<file path="src/sv/hat_pkg.sv">
// Package for the hash accumulate table: sizes, types and operation codes.
`default_nettype none
package hat_pkg;
    localparam int NUM_BUCKETS = 256;
    localparam int WAYS        = 4;
    localparam int BKT_W       = $clog2(NUM_BUCKETS);
    localparam int CNT_W       = $clog2(NUM_BUCKETS + 1);
    localparam int WAY_W       = (WAYS > 1) ? $clog2(WAYS) : 1;

    typedef enum logic [1:0] {
        MODE_FIND = 2'd0,
        MODE_ADD  = 2'd1,
        MODE_DEL  = 2'd2,
        MODE_NOP  = 2'd3
    } t_mode;

    typedef enum logic [2:0] {
        ST_IDLE,
        ST_DIV,
        ST_RD,
        ST_CMP,
        ST_OUT
    } t_state;

    typedef struct packed {
        logic                     valid;
        logic [WAYS-1:0]          vbits;
        logic [WAYS-1:0][31:0]    keys;
        logic [WAYS-1:0][31:0]    sums;
    } t_bucket;

    // One bucket write: valid row, key row and sum row at once.
    typedef struct packed {
        logic                     en;
        logic [BKT_W-1:0]         addr;
        logic [WAYS-1:0]          vbits;
        logic [WAYS-1:0][31:0]    keys;
        logic [WAYS-1:0][31:0]    sums;
    } t_bwrite;
endpackage
`default_nettype wire

</file>
<file path="src/sv/hat_mod.sv">
// Restoring divider that reduces a 32-bit key modulo the bucket count, one bit a cycle.
`default_nettype none
module hat_mod (
    input  wire logic                      i_clk,
    input  wire logic                      i_rst_n,
    input  wire logic                      i_start,
    input  wire logic [31:0]               i_key,
    input  wire logic [hat_pkg::CNT_W-1:0] i_div,
    output logic                           o_done,
    output logic [hat_pkg::BKT_W-1:0]      o_rem
);
    logic [31:0]               r_q, n_q;
    logic [hat_pkg::CNT_W:0]   r_r, n_r;
    logic [5:0]                r_cnt, n_cnt;
    logic                      r_busy, n_busy;
    logic [hat_pkg::CNT_W:0]   w_t;

    always_comb begin
        n_q = r_q; n_r = r_r; n_cnt = r_cnt; n_busy = r_busy;
        w_t = {r_r[hat_pkg::CNT_W-1:0], r_q[31]};
        if (i_start) begin
            n_q = i_key; n_r = '0; n_cnt = 6'd32; n_busy = 1'b1;
        end else if (r_busy) begin
            n_q = {r_q[30:0], 1'b0};
            n_r = (w_t >= {1'b0, i_div}) ? w_t - {1'b0, i_div} : w_t;
            n_cnt = r_cnt - 6'd1;
            if (r_cnt == 6'd1) n_busy = 1'b0;
        end
    end

    always_ff @(posedge i_clk) begin
        if (!i_rst_n) begin
            r_busy <= 1'b0; r_cnt <= '0;
        end else begin
            r_busy <= n_busy; r_cnt <= n_cnt;
        end
        r_q <= n_q; r_r <= n_r;
    end

    assign o_done = r_busy && (r_cnt == 6'd0) ? 1'b0 : (!r_busy && r_cnt == 6'd0);
    assign o_rem  = r_r[hat_pkg::BKT_W-1:0];
endmodule
`default_nettype wire

</file>
<file path="config.mk">
export PLATFORM = sky130hd
export DESIGN_NAME = hat_mod
export DESIGN_NICKNAME = d
export VERILOG_FILES = /design/src/sv/hat_pkg.sv /design/src/sv/hat_mod.sv
export SDC_FILE = /design/constraint.sdc
export NUM_CORES = 1
export LEC_CHECK = 0
export ABC_AREA = 0
export BUFFER_PORTS_ARGS = -buffer_cell sky130_fd_sc_hd__buf_4
export CAP_MARGIN = 30
export CORE_MARGIN = 3
export CORE_UTILIZATION = 40
export CTS_BUF_LIST = sky130_fd_sc_hd__clkbuf_16
export DETAILED_ROUTE_END_ITERATION = 12
export SYNTH_ARGS = -nofsm -noshare
export SYNTH_HDL_FRONTEND = slang
export SYNTH_SLANG_ARGS = --single-unit
</file>
<file path="constraint.sdc">
create_clock -name i_clk -period 2.5 [get_ports i_clk]
set_input_delay 0.25 -clock i_clk [delete_from_list [all_inputs] [get_ports i_clk]]
set_output_delay 0.25 -clock i_clk [all_outputs]
set_load 0.01 [all_outputs]
</file>
==> impl_metrics.json <==
{
  "worst-r2r-setup-slack_ps": 120,
  "synth-seq-area-share_pct": 49.8,
  "grt_pass1_wl_um": 8110,
  "worstSetupPathType": "reg -> reg",
  "leakagePower_nw": 1.35,
  "ys_warn_count": 0,
  "worst_hold_slack_ps": 227,
  "setup_tns_ps": 0,
  "drc_errors": 0,
  "cts_root_buf": "clkbuf_16",
  "status": "finished clean",
  "drt_first_pass_iters": 4,
  "grt.overflow.total": 0,
  "rows": 28,
  "ir_worst_vdd_v": 0.000395,
  "synthFlopType": "edfxtp_1",
  "clock_latency_ps": 280,
  "cp_max_fo": 5,
  "tightest_slew_ps": 492,
  "p_sw_w": 0.000524,
  "cts_tree": "built",
  "cts.sinks": 48,
  "grt_pass1_vias": 1726,
  "skew_ps": 6.68,
  "die_h_um": 86.2,
  "syn_avg_cell_area_um2": 11.9,
  "min_period_ps": 2380,
  "start_util_pct": 42.4,
  "syn2layout_area_growth_pct": 23.3,
  "critPathArrivalTime_ps": 2570,
  "core_um2": 6060,
  "cts_buffer_depth": 2,
  "clkPwrFrac_pct": 31.3,
  "placed_cells": 329,
  "fin_crit_sh_pct": 95.1,
  "track_usage_pct": 13.6,
  "async_reset_ff_share_pct": 0,
  "routedWlPerCell_um": 14.1,
  "numPortBuffers": 52,
  "grt_antenna_before_repair": 0,
  "numCtsBuffers": 5,
  "drive_above_1_share_pct": 27.3,
  "fmax_ghz": 0.420,
  "vias": 1716,
  "place_congestion": 0.859,
  "max_slew_margin_pct": 67.2,
  "ff_latch_area_um2": 1280,
  "ys_seq_elements": 48,
  "hold_violations": 0,
  "switching_share_pct": 25.5,
  "setup_viol_count_final": 0,
  "p_seq_share_pct": 47.4,
  "synth_fp_nets": 272,
  "power_density_nw_per_um2": 648,
  "drv_cap": 0,
  "layout_setup_ws_ps": 122,
  "cts.htree.levels": 2,
  "synth_edf_count": 32,
  "synthCells": 216,
  "grt_max_degree": 41,
  "p_comb_share_pct": 21.3,
  "cp-start-kind": "register",
  "antenna_left": 0,
  "hp-class": "in -> reg",
  "die-area_um2": 7430,
  "preCtsSetupSlack_ps": 82.6,
  "drt_iter0_drc": 70,
  "diodes": 0,
  "netlist_area_um2": 2570,
  "multi_input_area_um2": 1140,
  "vias_per_cell": 5.02,
  "layout.nets": 322,
  "wl_um": 4840,
  "path_clk_slew_ps": 60,
  "p_int_w": 0.00153,
  "worstSetupEndpointType": "register",
  "cts_hold_buf": 0,
  "dp_hpwl_um": 3360,
  "drv_slew": 0,
  "layout.cells.non_filler": 342,
  "ys_types": 44,
  "cp.required_ps": 2690,
  "ios": 53,
  "die_w_um": 86.2,
  "fillers": 558
}
-- final cells by class --
| class | instances | area share [%] |
|---|---|---|
| well taps | 75 | 2.96 |
| clock buffers | 5 | 3.95 |
| clock inverters | 3 | 0.513 |
| flip-flops and latches | 48 | 40.4 |
| inverters | 16 | 1.89 |
| repair buffers | 60 | 14.2 |
| multi-input cells | 135 | 36.0 |
-- final timing paths --
| kind | to | depth (start not counted) | from |
|---|---|---|---|
| worst max-delay path | r_r[8] | 11 | r_q[31] |
| worst min register to register | r_cnt[1] | 2 | r_cnt[1] |
| worst max register to register | r_r[8] | 11 | r_q[31] |
| worst min-delay path | r_cnt[5] | 2 | i_rst_n |
-- cells in the mapped netlist, drive strengths merged (3+ instances only) --
master	number	area (um^2)
a21oi	4	20.0
a211oi	7	70.1
mux2	31	349
ha	11	138
nor2	15	56.3
mux2i	4	40.0
dfxtp	16	320
nand2	8	30.0
buf	13	93.8
o21ai	4	20.0
nor3	4	20.0
xor2	5	43.8
nand4	4	25.0
xnor2	5	43.8
inv	16	60.1
edfxtp	32	961
clkbuf	4	15.0
nand2b	3	18.8
a21o	3	22.5
-- through the flow --
stage          utilization [%]  cell area, um^2  total power, W
5_1_grt                   52.3             3170         0.00217
2_1_floorplan                -             2570         0.00128
3_3_place_gp              49.0             2970         0.00139
3_5_place_dp              49.0             2970         0.00139
6_report                  52.3             3170         0.00205
4_1_cts                   51.3             3110         0.00204
-- routing by layer --
| metal | global-route usage [%] | up-vias | routed length, um |
|---|---|---|---|
| met2 | 21.7 | 32 | 2250 |
| met5 | 0 | - | 0 |
| met1 | 18.7 | 803 | 2310 |
| met3 | 2.66 | 6 | 202 |
| li1 | - | 875 | - |
| met4 | 4.82 | 0 | 72 |
-- flip-flops by register name (all words and copies together), names as in the netlist --
signal	cells
r_q	32
r_cnt	6
r_r	9
r_busy	1
-- logic make-up (layout without fill, tap and decap cells) --
family | count (synthesis) | after routing | synth area share [%]
multiplexers | 35 | 35 | 15.1
flip-flops | 48 | 48 | 49.8
buffers and inverters | 33 | 84 | 6.57
AND/OR/NAND/NOR | 46 | 46 | 9.05
adder cells (fa/ha/maj) | 12 | 12 | 6.13
XOR/XNOR | 10 | 10 | 3.41
AO/OA/AOI/OAI | 32 | 32 | 9.88
-- cells in the final DEF (no fill, tap or decap), types with 2 or more instances in the layout --
master / instances
edfxtp_1: 32
nand4_1: 4
buf_4: 58
ha_1: 10
o311ai_1: 2
xor2_1: 5
a211o_1: 2
mux2_1: 31
mux2i_1: 4
o21ai_0: 4
a21o_1: 3
a211oi_1: 5
nand2_1: 8
nand2b_1: 3
inv_1: 16
a21boi_1: 2
a21oi_1: 4
dfxtp_1: 16
nor3_1: 4
a311oi_1: 2
nor2_1: 15
a211oi_4: 2
nand3b_1: 2
xnor2_1: 5
clkbuf_16: 5
nor2b_1: 2
nor3b_1: 2
-- power groups by stage --
stage	clock (W)	combinational (W)	sequential [W]
after global placement	0	0.000402	0.000989
after global routing	0.000690	0.000492	0.000983
after floorplan	0	0.000300	0.000978
after CTS	0.000657	0.000406	0.000974
final	0.000644	0.000438	0.000973
after detailed placement	0	0.000403	0.000992
-- timing repair --
action                                  4_1_cts  5_1_grt
endpoints found under the setup margin        0        8
setup buffers                                 0        4
gates resized for setup                       0        5
-- critical path, cell delays in order, from the launching register on --
cell      delay, ps
edfxtp_1        360
inv_1            90
ha_2            190
inv_1            50
fa_2            370
a211oi_4        310
o31ai_4         130
a211oi_4        270
buf_2           200
buf_4           120
nand4_1          80
o311ai_1        100
Power figures use the tool's default switching activity.
